## src/rtl/fsps_pkg.sv

```systemverilog
// Package for the filtered stable priority sort.
// Holds sizes, the stream field layout, the list entry type and the state encoding.
// No dependencies.
`timescale 1ns / 1ps

package fsps_pkg;

  // Sizing of the sorted list.
  localparam int unsigned SLOT_COUNT = 32;
  localparam int unsigned KEY_BITS   = 16;

  // Fixed field widths of the stream items.
  localparam int unsigned ID_W       = 5;
  localparam int unsigned IN_KEY_W   = 16;
  localparam int unsigned RANK_W     = 5;
  localparam int unsigned TOTAL_W    = 6;

  // Derived sizes.
  localparam int unsigned KEY_W  = (KEY_BITS < IN_KEY_W) ? KEY_BITS : IN_KEY_W;
  localparam int unsigned ADDR_W = (SLOT_COUNT > 1) ? $clog2(SLOT_COUNT) : 1;
  localparam int unsigned CNT_W  = $clog2(SLOT_COUNT + 1);

  // Input tdata: slot_id, sort_key, padded to whole bytes.
  localparam int unsigned IN_ID_LSB    = 0;
  localparam int unsigned IN_KEY_LSB   = IN_ID_LSB + ID_W;
  localparam int unsigned IN_USED_W    = IN_KEY_LSB + IN_KEY_W;
  localparam int unsigned IN_DATA_W    = ((IN_USED_W + 7) / 8) * 8;
  // Input tuser: is_defined, is_visible.
  localparam int unsigned USER_DEF_BIT = 0;
  localparam int unsigned USER_VIS_BIT = 1;
  localparam int unsigned IN_USER_W    = 2;
  // Output tdata: ordered_id, rank, total.
  localparam int unsigned OUT_USED_W   = ID_W + RANK_W + TOTAL_W;
  localparam int unsigned OUT_DATA_W   = ((OUT_USED_W + 7) / 8) * 8;

  // One list entry as kept in the memory.
  typedef struct packed {
    logic [ID_W-1:0]  id;
    logic [KEY_W-1:0] key;
  } entry_t;

  localparam int unsigned ENTRY_W = $bits(entry_t);

  typedef enum logic [2:0] {
    ST_IDLE,
    ST_SHIFT,
    ST_PLACE,
    ST_EMIT_RD,
    ST_EMIT_LD
  } state_e;

endpackage

```

## src/rtl/fsps_ram.sv

```systemverilog
// Generic simple dual-port RAM: one write port, one read port, registered read.
// No package dependencies.
`timescale 1ns / 1ps

module fsps_ram #(
  parameter int unsigned WIDTH = 8,
  parameter int unsigned DEPTH = 32
) (
  input  logic                                     clk_i,
  input  logic                                     we_i,
  input  logic [(DEPTH > 1 ? $clog2(DEPTH) : 1)-1:0] waddr_i,
  input  logic [WIDTH-1:0]                         wdata_i,
  input  logic                                     re_i,
  input  logic [(DEPTH > 1 ? $clog2(DEPTH) : 1)-1:0] raddr_i,
  output logic [WIDTH-1:0]                         rdata_o
);

  logic [WIDTH-1:0] mem_q [DEPTH];
  logic [WIDTH-1:0] rdata_q;

  always_ff @(posedge clk_i) begin
    if (we_i) begin
      mem_q[waddr_i] <= wdata_i;
    end
    if (re_i) begin
      rdata_q <= mem_q[raddr_i];
    end
  end

  assign rdata_o = rdata_q;

endmodule

```

## src/rtl/filtered_stable_priority_sort.sv

```systemverilog
// Top level of the filtered stable priority sort.
// Depends on fsps_pkg and on the generic RAM fsps_ram.
//
//   Channel  Dir  tdata (low bit first)            tuser                    tlast
//   s_axis   in   slot_id[5], sort_key[16], pad[3] is_defined, is_visible  batch_end
//   m_axis   out  ordered_id[5], rank[5], total[6] -                        final_result
//
// An item that is not both defined and visible is not listed. A qualifying
// item is inserted by a downward scan through the list memory, one entry per
// cycle, or written straight to the front of an empty list; the scan is bound
// by the single read and write port of the memory.
// On batch_end each result item is read from the memory and then loaded into
// the output register; the readout waits while a result item is still held.
// Reset clears the list length and all handshake state; the memory needs no
// clearing since only entries below the list length are ever read.
// A stall on m_axis holds the output register and pauses the readout only.
`timescale 1ns / 1ps

module filtered_stable_priority_sort
  import fsps_pkg::*;
(
  input  logic                  clk_i,
  input  logic                  rst_ni,
  // Input items.
  input  logic                  s_axis_tvalid_i,
  output logic                  s_axis_tready_o,
  input  logic [IN_DATA_W-1:0]  s_axis_tdata_i,   // slot_id, sort_key, zero pad
  input  logic [IN_USER_W-1:0]  s_axis_tuser_i,   // is_defined, is_visible
  input  logic                  s_axis_tlast_i,   // batch_end
  // Result items.
  output logic                  m_axis_tvalid_o,
  input  logic                  m_axis_tready_i,
  output logic [OUT_DATA_W-1:0] m_axis_tdata_o,   // ordered_id, rank, total
  output logic                  m_axis_tlast_o    // final_result
);

  // Control registers.
  state_e           state_q, state_d;
  logic [CNT_W-1:0] len_q, len_d;     // number of listed entries
  logic [CNT_W-1:0] pos_q, pos_d;     // hole position during an insertion
  logic [CNT_W-1:0] k_q, k_d;         // readout position
  logic             last_q;           // batch_end of the item being inserted
  logic             m_valid_q, m_valid_d;

  // Payload registers.
  entry_t                new_q;
  logic [OUT_DATA_W-1:0] m_data_q;
  logic                  m_last_q;

  // Memory port signals.
  logic              ram_we;
  logic [ADDR_W-1:0] ram_waddr;
  entry_t            ram_wdata;
  logic              ram_re;
  logic [ADDR_W-1:0] ram_raddr;
  entry_t            ram_rdata;

  logic             capture;
  logic             out_load;
  logic             out_last;
  entry_t           in_entry;
  logic             in_qualify;
  logic [CNT_W-1:0] len_m1;
  logic [CNT_W-1:0] pos_m1;
  logic [CNT_W-1:0] pos_m2;

  assign in_entry.id  = s_axis_tdata_i[IN_ID_LSB +: ID_W];
  assign in_entry.key = s_axis_tdata_i[IN_KEY_LSB +: KEY_W];
  assign in_qualify   = s_axis_tuser_i[USER_DEF_BIT] & s_axis_tuser_i[USER_VIS_BIT]
                      & (len_q < CNT_W'(SLOT_COUNT));

  assign len_m1   = len_q - CNT_W'(1);
  assign pos_m1   = pos_q - CNT_W'(1);
  assign pos_m2   = pos_q - CNT_W'(2);
  assign out_last = (k_q == len_m1);

  // The list memory holds entries 0 .. len-1 sorted by key. An insertion opens
  // a hole at the end and moves it down while the entry below holds a larger
  // key. The read of the next entry down is issued in the same cycle as the
  // write into the hole, so the two ports never touch the same address, and a
  // new item is only taken in the idle state, after all writes have landed.
  always_comb begin
    state_d   = state_q;
    len_d     = len_q;
    pos_d     = pos_q;
    k_d       = k_q;
    ram_we    = 1'b0;
    ram_waddr = pos_q[ADDR_W-1:0];
    ram_wdata = new_q;
    ram_re    = 1'b0;
    ram_raddr = pos_m2[ADDR_W-1:0];
    capture   = 1'b0;
    out_load  = 1'b0;
    s_axis_tready_o = 1'b0;

    unique case (state_q)
      ST_IDLE: begin
        s_axis_tready_o = 1'b1;
        if (s_axis_tvalid_i) begin
          capture = 1'b1;
          if (in_qualify && (len_q == '0)) begin
            // Empty list: the entry lands at the front without a scan.
            ram_we    = 1'b1;
            ram_waddr = '0;
            ram_wdata = in_entry;
            len_d     = CNT_W'(1);
            if (s_axis_tlast_i) begin
              k_d     = '0;
              state_d = ST_EMIT_RD;
            end
          end else if (in_qualify) begin
            ram_re    = 1'b1;
            ram_raddr = len_m1[ADDR_W-1:0];
            pos_d     = len_q;
            state_d   = ST_SHIFT;
          end else if (s_axis_tlast_i && (len_q != '0)) begin
            k_d     = '0;
            state_d = ST_EMIT_RD;
          end
        end
      end

      ST_SHIFT: begin
        ram_we = 1'b1;
        if (ram_rdata.key > new_q.key) begin
          // Move the larger entry up into the hole.
          ram_wdata = ram_rdata;
          pos_d     = pos_m1;
          if (pos_q == CNT_W'(1)) begin
            state_d = ST_PLACE;
          end else begin
            ram_re = 1'b1;
          end
        end else begin
          // Equal or smaller key below: the new entry goes after it.
          len_d = len_q + CNT_W'(1);
          k_d   = '0;
          state_d = last_q ? ST_EMIT_RD : ST_IDLE;
        end
      end

      ST_PLACE: begin
        ram_we  = 1'b1;
        len_d   = len_q + CNT_W'(1);
        k_d     = '0;
        state_d = last_q ? ST_EMIT_RD : ST_IDLE;
      end

      ST_EMIT_RD: begin
        // Read only when the output register is free by the next cycle.
        if (!m_valid_q || m_axis_tready_i) begin
          ram_re    = 1'b1;
          ram_raddr = k_q[ADDR_W-1:0];
          state_d   = ST_EMIT_LD;
        end
      end

      ST_EMIT_LD: begin
        out_load = 1'b1;
        if (out_last) begin
          len_d   = '0;
          state_d = ST_IDLE;
        end else begin
          k_d     = k_q + CNT_W'(1);
          state_d = ST_EMIT_RD;
        end
      end

      default: begin
        state_d = ST_IDLE;
      end
    endcase
  end

  always_comb begin
    m_valid_d = m_valid_q;
    if (out_load) begin
      m_valid_d = 1'b1;
    end else if (m_axis_tready_i) begin
      m_valid_d = 1'b0;
    end
  end

  always_ff @(posedge clk_i or negedge rst_ni) begin
    if (!rst_ni) begin
      state_q   <= ST_IDLE;
      len_q     <= '0;
      pos_q     <= '0;
      k_q       <= '0;
      last_q    <= 1'b0;
      m_valid_q <= 1'b0;
    end else begin
      state_q   <= state_d;
      len_q     <= len_d;
      pos_q     <= pos_d;
      k_q       <= k_d;
      m_valid_q <= m_valid_d;
      if (capture) begin
        last_q <= s_axis_tlast_i;
      end
    end
  end

  always_ff @(posedge clk_i) begin
    if (capture) begin
      new_q <= in_entry;
    end
    if (out_load) begin
      m_data_q <= OUT_DATA_W'({TOTAL_W'(len_q), RANK_W'(k_q), ram_rdata.id});
      m_last_q <= out_last;
    end
  end

  fsps_ram #(
    .WIDTH (ENTRY_W),
    .DEPTH (SLOT_COUNT)
  ) u_list_ram (
    .clk_i   (clk_i),
    .we_i    (ram_we),
    .waddr_i (ram_waddr),
    .wdata_i (ram_wdata),
    .re_i    (ram_re),
    .raddr_i (ram_raddr),
    .rdata_o (ram_rdata)
  );

  assign m_axis_tvalid_o = m_valid_q;
  assign m_axis_tdata_o  = m_data_q;
  assign m_axis_tlast_o  = m_last_q;

`ifndef SYNTHESIS
  // The list never grows past its capacity.
  a_len_bound: assert property (@(posedge clk_i) disable iff (!rst_ni)
    len_q <= CNT_W'(SLOT_COUNT))
    else $error("list length exceeds capacity");

  // During a scan the hole lies above the front and no higher than the list length.
  a_hole_range: assert property (@(posedge clk_i) disable iff (!rst_ni)
    (state_q == ST_SHIFT) |-> ((pos_q != '0) && (pos_q <= len_q)))
    else $error("insertion hole out of range");

  // A readout load never overwrites a result item that is still waiting.
  a_no_overwrite: assert property (@(posedge clk_i) disable iff (!rst_ni)
    (state_q == ST_EMIT_LD) |-> !m_valid_q)
    else $error("output register overwritten");

  // The final item of a readout, which carries the highest rank, is presented with final_result set.
  a_last_rank: assert property (@(posedge clk_i) disable iff (!rst_ni)
    (out_load && out_last) |=> (m_valid_q && m_last_q))
    else $error("final result flag lost");
`endif

endmodule
```

## config.mk

```make
export PLATFORM = sky130hd
export DESIGN_NAME = filtered_stable_priority_sort
export DESIGN_NICKNAME = d
export VERILOG_FILES = /design/src/rtl/fsps_pkg.sv /design/src/rtl/fsps_ram.sv /design/src/rtl/filtered_stable_priority_sort.sv
export SDC_FILE = /design/constraint.sdc
export NUM_CORES = 1
export LEC_CHECK = 0
export BUFFER_PORTS_ARGS = -buffer_cell sky130_fd_sc_hd__buf_2
export CELL_PAD_IN_SITES_DETAIL_PLACEMENT = 1
export CELL_PAD_IN_SITES_GLOBAL_PLACEMENT = 2
export CORE_ASPECT_RATIO = 1.1
export CORE_MARGIN = 2
export CORE_UTILIZATION = 40
export DETAILED_ROUTE_END_ITERATION = 16
export PLACE_DENSITY_LB_ADDON = 0.05
export SYNTH_ARGS = -nofsm -noshare
export SYNTH_HDL_FRONTEND = slang
export SYNTH_SLANG_ARGS = --single-unit
```

## constraint.sdc

```tcl
create_clock -name clk_i -period 4.35 [get_ports clk_i]
set_input_delay 0.435 -clock clk_i [delete_from_list [all_inputs] [get_ports clk_i]]
set_output_delay 0.435 -clock clk_i [all_outputs]
set_load 0.005 [all_outputs]
```

# Word level (Yosys, flattened, before mapping)
# Memories as Yosys holds them, arrays and structs flattened. A register that Yosys moved wholly into a read port is not among the register bits.
# Index checks and enable logic that the tools add are counted.
# totals
word_cells	114
register_bits	61
in_bits	31
ramBits	672
memories	1
# memory_table
name	words	width	read_ports	rd_ports_with_merged_regs	wr	line_no	text
u_list_ram.mem_q	32	21	1	1	1	fsps_ram.sv:18	logic [WIDTH-1:0] mem_q [DEPTH];
# classes
n_mux	59
eq_ne	20
bitwise_logic	2
n_reduce_logical	15
order_cmp	2
add_sub_neg	5
# op_table
cell	n
6-bit 2-to-1 mux	15
21-bit 2-to-1 mux	3
6-bit one-hot mux with 4 select lines	2
21-bit one-hot mux with 2 select lines	1
5-bit 2-to-1 mux	7
3-bit 2-to-1 mux	8
2-bit inequality test (second input constant)	9
16-bit greater-than comparator	1
1-bit 2-to-1 mux	16
3-bit one-hot mux with 5 select lines	1
5-bit AND reduction	3
6-bit by 1-bit adder with 6-bit output (second input constant)	2
3-bit inequality test (second input constant)	4
6-bit one-hot mux with 2 select lines	1
6-bit by 1-bit subtractor with 6-bit output (second input constant)	2
5-bit one-hot mux with 2 select lines	1
7-bit AND reduction	1
3-bit by 2-bit equality test with 1-bit output (second input constant)	2
6-bit by 1-bit equality test with 1-bit output (second input constant)	1
6-bit equality test	1
6-bit zero test	1
6-bit < comparator (second input constant)	1
6-bit nonzero test	1
5-bit by 2-bit subtractor with 5-bit output (second input constant)	1
14 further kinds	18

# Longest topological paths before layout
# logic_depth
ltp_word	8
ltp_mapped	14
depth_no_buf	10

# By module
# A second synthesis with hierarchy kept.
# hier_totals
hier_cells	1855
area_unflattened_um2	30797.0
# by_module_without_submodules
module	cells_each	n_inst	area_each_um2
fsps_ram	1481	1	26962.1
filtered_stable_priority_sort	374	1	3834.9

# Worst setup path after synthesis
# No wires, ideal clock.
# synth_timing
path_type	flip-flop to flip-flop
from	reg u_list_ram.rdata_q[1] (netlist: u_list_ram.rdata_o[1]) (read register of u_list_ram.mem_q)
to	mem u_list_ram.mem_q[0][13] (netlist bit) (data pin)
slack_ps	367
arrival_ps	3515
t_required_ps	3882
path_stages_with_launch	10
period_less_slack_ps	3983
n_path_buf	1
setup_time_ps	468
path_cell_list	edfxtp_1 > ha_1 > nor2b_1 > o21a_1 > o21a_1 > o21a_1 > o31ai_1 > nor2_1 > clkbuf_1 > o31ai_1
# synth_lines
item	line_no	text
start, declared	fsps_ram.sv:19	logic [WIDTH-1:0] rdata_q;
end, declared	fsps_ram.sv:18	

# Final worst setup path
# layout_timing
from	reg len_q[1]
to	reg u_list_ram.rdata_q[6] (netlist: u_list_ram.rdata_o[6]) (read register of u_list_ram.mem_q) (data pin)
# layout_between
elab_chain_cells	6
word_cells_on_any_way	13
cone_classes	add/sub (1); order compare (1); mux (8); bitwise (1); reduce/logical (2)
# layout_lines
item	line_no	text
start, declared	filtered_stable_priority_sort.sv:39	logic [CNT_W-1:0] len_q, len_d;
start signal, assigned	filtered_stable_priority_sort.sv:194	len_q <= len_d;
6-bit < comparator	filtered_stable_priority_sort.sv:70	& (len_q < CNT_W'(SLOT_COUNT));
1-bit bitwise AND	filtered_stable_priority_sort.sv:70	
1-bit 2-to-1 mux, or another cell as far along	filtered_stable_priority_sort.sv:111	end else if (in_qualify) begin
1-bit 2-to-1 mux or 5-bit 2-to-1 mux (tied branches)	filtered_stable_priority_sort.sv:101	if (in_qualify && (len_q == '0)) begin
1-bit 2-to-1 mux or 5-bit 2-to-1 mux (tied branches)	filtered_stable_priority_sort.sv:99	if (s_axis_tvalid_i) begin
1-bit one-hot mux with 3 select lines or 5-bit one-hot mux with 2 select lines (tied branches)	filtered_stable_priority_sort.sv:96	unique case (state_q)
# Several ways; a longest one is shown, not always the timed one.
# A chain may end at the register's enable or synchronous reset.

==> reports/qor.txt <==
grt ovf = 0
DRT antenna net count = 0
Synth top area share = 71.7%
crit path time final = 4.09 ns
hold-critical path depth = 1
drt pass-1 iters = 5
Clock transition at path regs = 0.06 ns
Slew @ Worst Pin = 1.03 ns
Die H = 294 um
EDFF count, synth = 731
initial core utilization = 40.4%
Bufs on Longest Clock Path = 3
DRC Markers = 0
status = finished clean
Max-slew headroom = 30.7%
number of placed cells counting well taps = 3307
Reg-to-Reg End = u_list_ram.rdata_o[6]$_DFFE_PP_
clk_lat worst skew = 0.63 ns
Startpoint Class = register
RSZ-0062 raised after global routing = no
Critical Path Source = len_q[1]$_DFFE_PN0P_
Cells after Synth = 2258
Arr. time, crit path = 4.34 ns
final setup TNS = 0 ns
fin worst setup slack = 0.260 ns
Detail Placement HPWL = 54800 um
dpl ws = 0.297 ns
most used flip-flop cell after synthesis = edfxtp_1
vias post-DR = 19400
Final Max Tran Viols = 0
buffer count from post-CTS setup fixing = 0
Routed wire per std cell = 26.7 um
Worst Hold Class = in -> reg
Reg2Reg Depth = 9
DR iter-0 viols = 1504
Vias/cell = 5.58
Leak Pwr = 12.3 nW
final setup vio count = 0
reg2reg setup slack = 0.26 ns
IO buf count = 46
Total GRT Usage = 23.7%
average size of a mapped cell = 13.6 sq um
Fmax = 245 MHz
nets@finish = 2433
Top Ports = 50
Mapped Area = 30600 sq um
area added between synthesis and finish = 16.6%
WL final = 92700 um
max-cap violation count = 0
H-tree levels = 3
CP endpoint kind = register
Seq/Total Area, Yosys = 73.6%
async set-reset flop share out of synthesis = 3.05%
Net Count, Synth = 2312
number of global-route vias before repair = 20000
final hold viol count = 0
crit share post-route = 94.0%
largest net degree at the start of global routing = 77
worst hold start = s_axis_tdata_i[4]
Die ar. = 78800 sq um
Root Buffer = clkbuf_16
CTS tree = yes
Synth area leader = edfxtp_1
FP Rows = 106
Netlist cell types = 69
Setup CP Type = reg -> reg
Die W = 268 um
R2R Path Start = len_q[1]$_DFFE_PN0P_
Max Clock Skew = 0.0212 ns
fin cells = 3473
antenna violations before repair = 5
share of cells above drive strength 1 = 13.9%
Yosys reg bits = 754
Yosys warning count = 0
CTS sink count = 754
hold-critical path endpoint = new_q[20]$_DFFE_PP_
P per Cell Area = 886 nW/um^2
Core Box Area = 75900 sq um
RD Place Congestion = 0.822
Synth area leaders = edfxtp_1 (72%), nand2_1 (7.0%), nand3_1 (3.4%)
Worst Path Required = 4.60 ns
global-route wire length before repair = 135000 um
CTS Buf Count = 83
Peak VDD IR = 1140 uV
CP max FO = 13
Final Core Density = 47.1%
-- registers in the layout, indices dropped and copies added, names as in the netlist --
register,flops
u_list_ram.rdata_o,21
k_q,6
new_q,21
pos_q,6
m_axis_tdata_o,16
last_q,1
m_axis_tvalid_o,1
len_q,6
u_list_ram.mem_q,672
state_q,3
m_axis_tlast_o,1
-- critical path, cell delays in order (launching register included) --
cell	delay, ns
dfrtp_1	0.49
inv_1	0.10
ha_1	0.24
or4b_1	0.64
nand4_1	0.20
o311a_1	0.69
buf_4	0.36
a31oi_1	0.16
o2111ai_1	0.43
nand4_1	0.39
-- routing by layer --
metal	track usage, %	wire [um]	vias up
met3	3.30	3890	121
met2	40.0	45400	400
met5	0	13	-
met4	6.81	2120	2
met1	32.0	41200	10200
li1	-	-	8711
-- through the flow --
stage | hold slack [ns] | total power, mW | cell area (sq um)
after floorplan | 0.139 | 18.8 | 30600
after global placement | 0.479 | 24.6 | 32900
after detailed placement | 0.481 | 24.9 | 32900
after CTS | 0.00349 | 32.0 | 35700
after global routing | 0.0191 | 33.4 | 35700
final | 0.0364 | 31.7 | 35700
-- logic make-up after synthesis --
| kind of cell | count (synthesis) | share of synthesized area [%] |
|---|---|---|
| AO/OA/AOI/OAI | 244 | 5.81 |
| XOR/XNOR | 14 | 0.400 |
| adder cells (fa/ha/maj) | 23 | 0.940 |
| buffers and inverters | 164 | 2.54 |
| flip-flops | 754 | 73.6 |
| multiplexers | 66 | 2.24 |
| AND/OR/NAND/NOR | 993 | 14.5 |
-- placed cells by master (no fill, tap or decap), drive strengths merged, types with 37 or more instances in the layout --
| master | count |
|---|---|
| edfxtp | 731 |
| nand2 | 574 |
| nand3 | 205 |
| buf | 158 |
| clkbuf | 108 |
| nand4 | 73 |
| mux2i | 63 |
| a31oi | 62 |
| nor2 | 61 |
| a22oi | 37 |
-- Yosys cell counts, types with 4 or more instances --
cell type and count:
nand2_1 574, nand2b_1 5, xor2_1 5, a21o_1 5, edfxtp_1 731, o2111ai_1 20, ha_1 23, a21oi_1 12
and2_1 12, or3_1 4, inv_1 29, o21ai_0 25, nor3_1 8, o211ai_1 4, buf_4 5, xnor2_1 9
and3_1 23, a22oi_1 37, a32oi_1 20, buf_2 67, a221o_1 6, o31ai_1 20, dfrtp_1 23, mux2i_1 63
clkbuf_1 50, nand4_1 73, nor2_1 58, a22o_1 4, buf_6 8, a21boi_0 5, buf_1 5, a31oi_1 62
nand3_1 205, nor2b_1 5
-- how the worst max path moves through the flow --
stage	slack [ns]	endpoint
after floorplan	0.37	u_list_ram.mem_q[0][13]$_DFFE_PP_
after global placement	0.33	u_list_ram.rdata_o[15]$_DFFE_PP_
after detailed placement	0.30	u_list_ram.rdata_o[15]$_DFFE_PP_
after CTS	0.26	u_list_ram.rdata_o[15]$_DFFE_PP_
after global routing	0.08	u_list_ram.rdata_o[15]$_DFFE_PP_
final	0.26	u_list_ram.rdata_o[6]$_DFFE_PP_
-- power breakdown --
part,internal (mW),switching (mW)
Sequential,10.1,0.433
Clock,4.11,2.90
Combinational,4.12,9.96
Total,18.4,13.3
-- cell type report --
| cell class | instances | area (sq um) |
|---|---|---|
| antenna | 1 | 2.50 |
| fill | 7670 | 40200 |
| inverter | 29 | 109 |
| sequential | 754 | 22500 |
| timing repair buffer | 171 | 1450 |
| clock buffer | 108 | 2230 |
| multi-input combinational | 1340 | 7650 |
| tap | 1026 | 1280 |
| clock inverter | 44 | 448 |
-- repair_timing --
item / CTS / global route
endpoints found under the hold margin: 35 / 0
hold buffers: 13 / 0
resized for setup: 0 / 0
No activity file was read; power rests on OpenSTA's default activity.
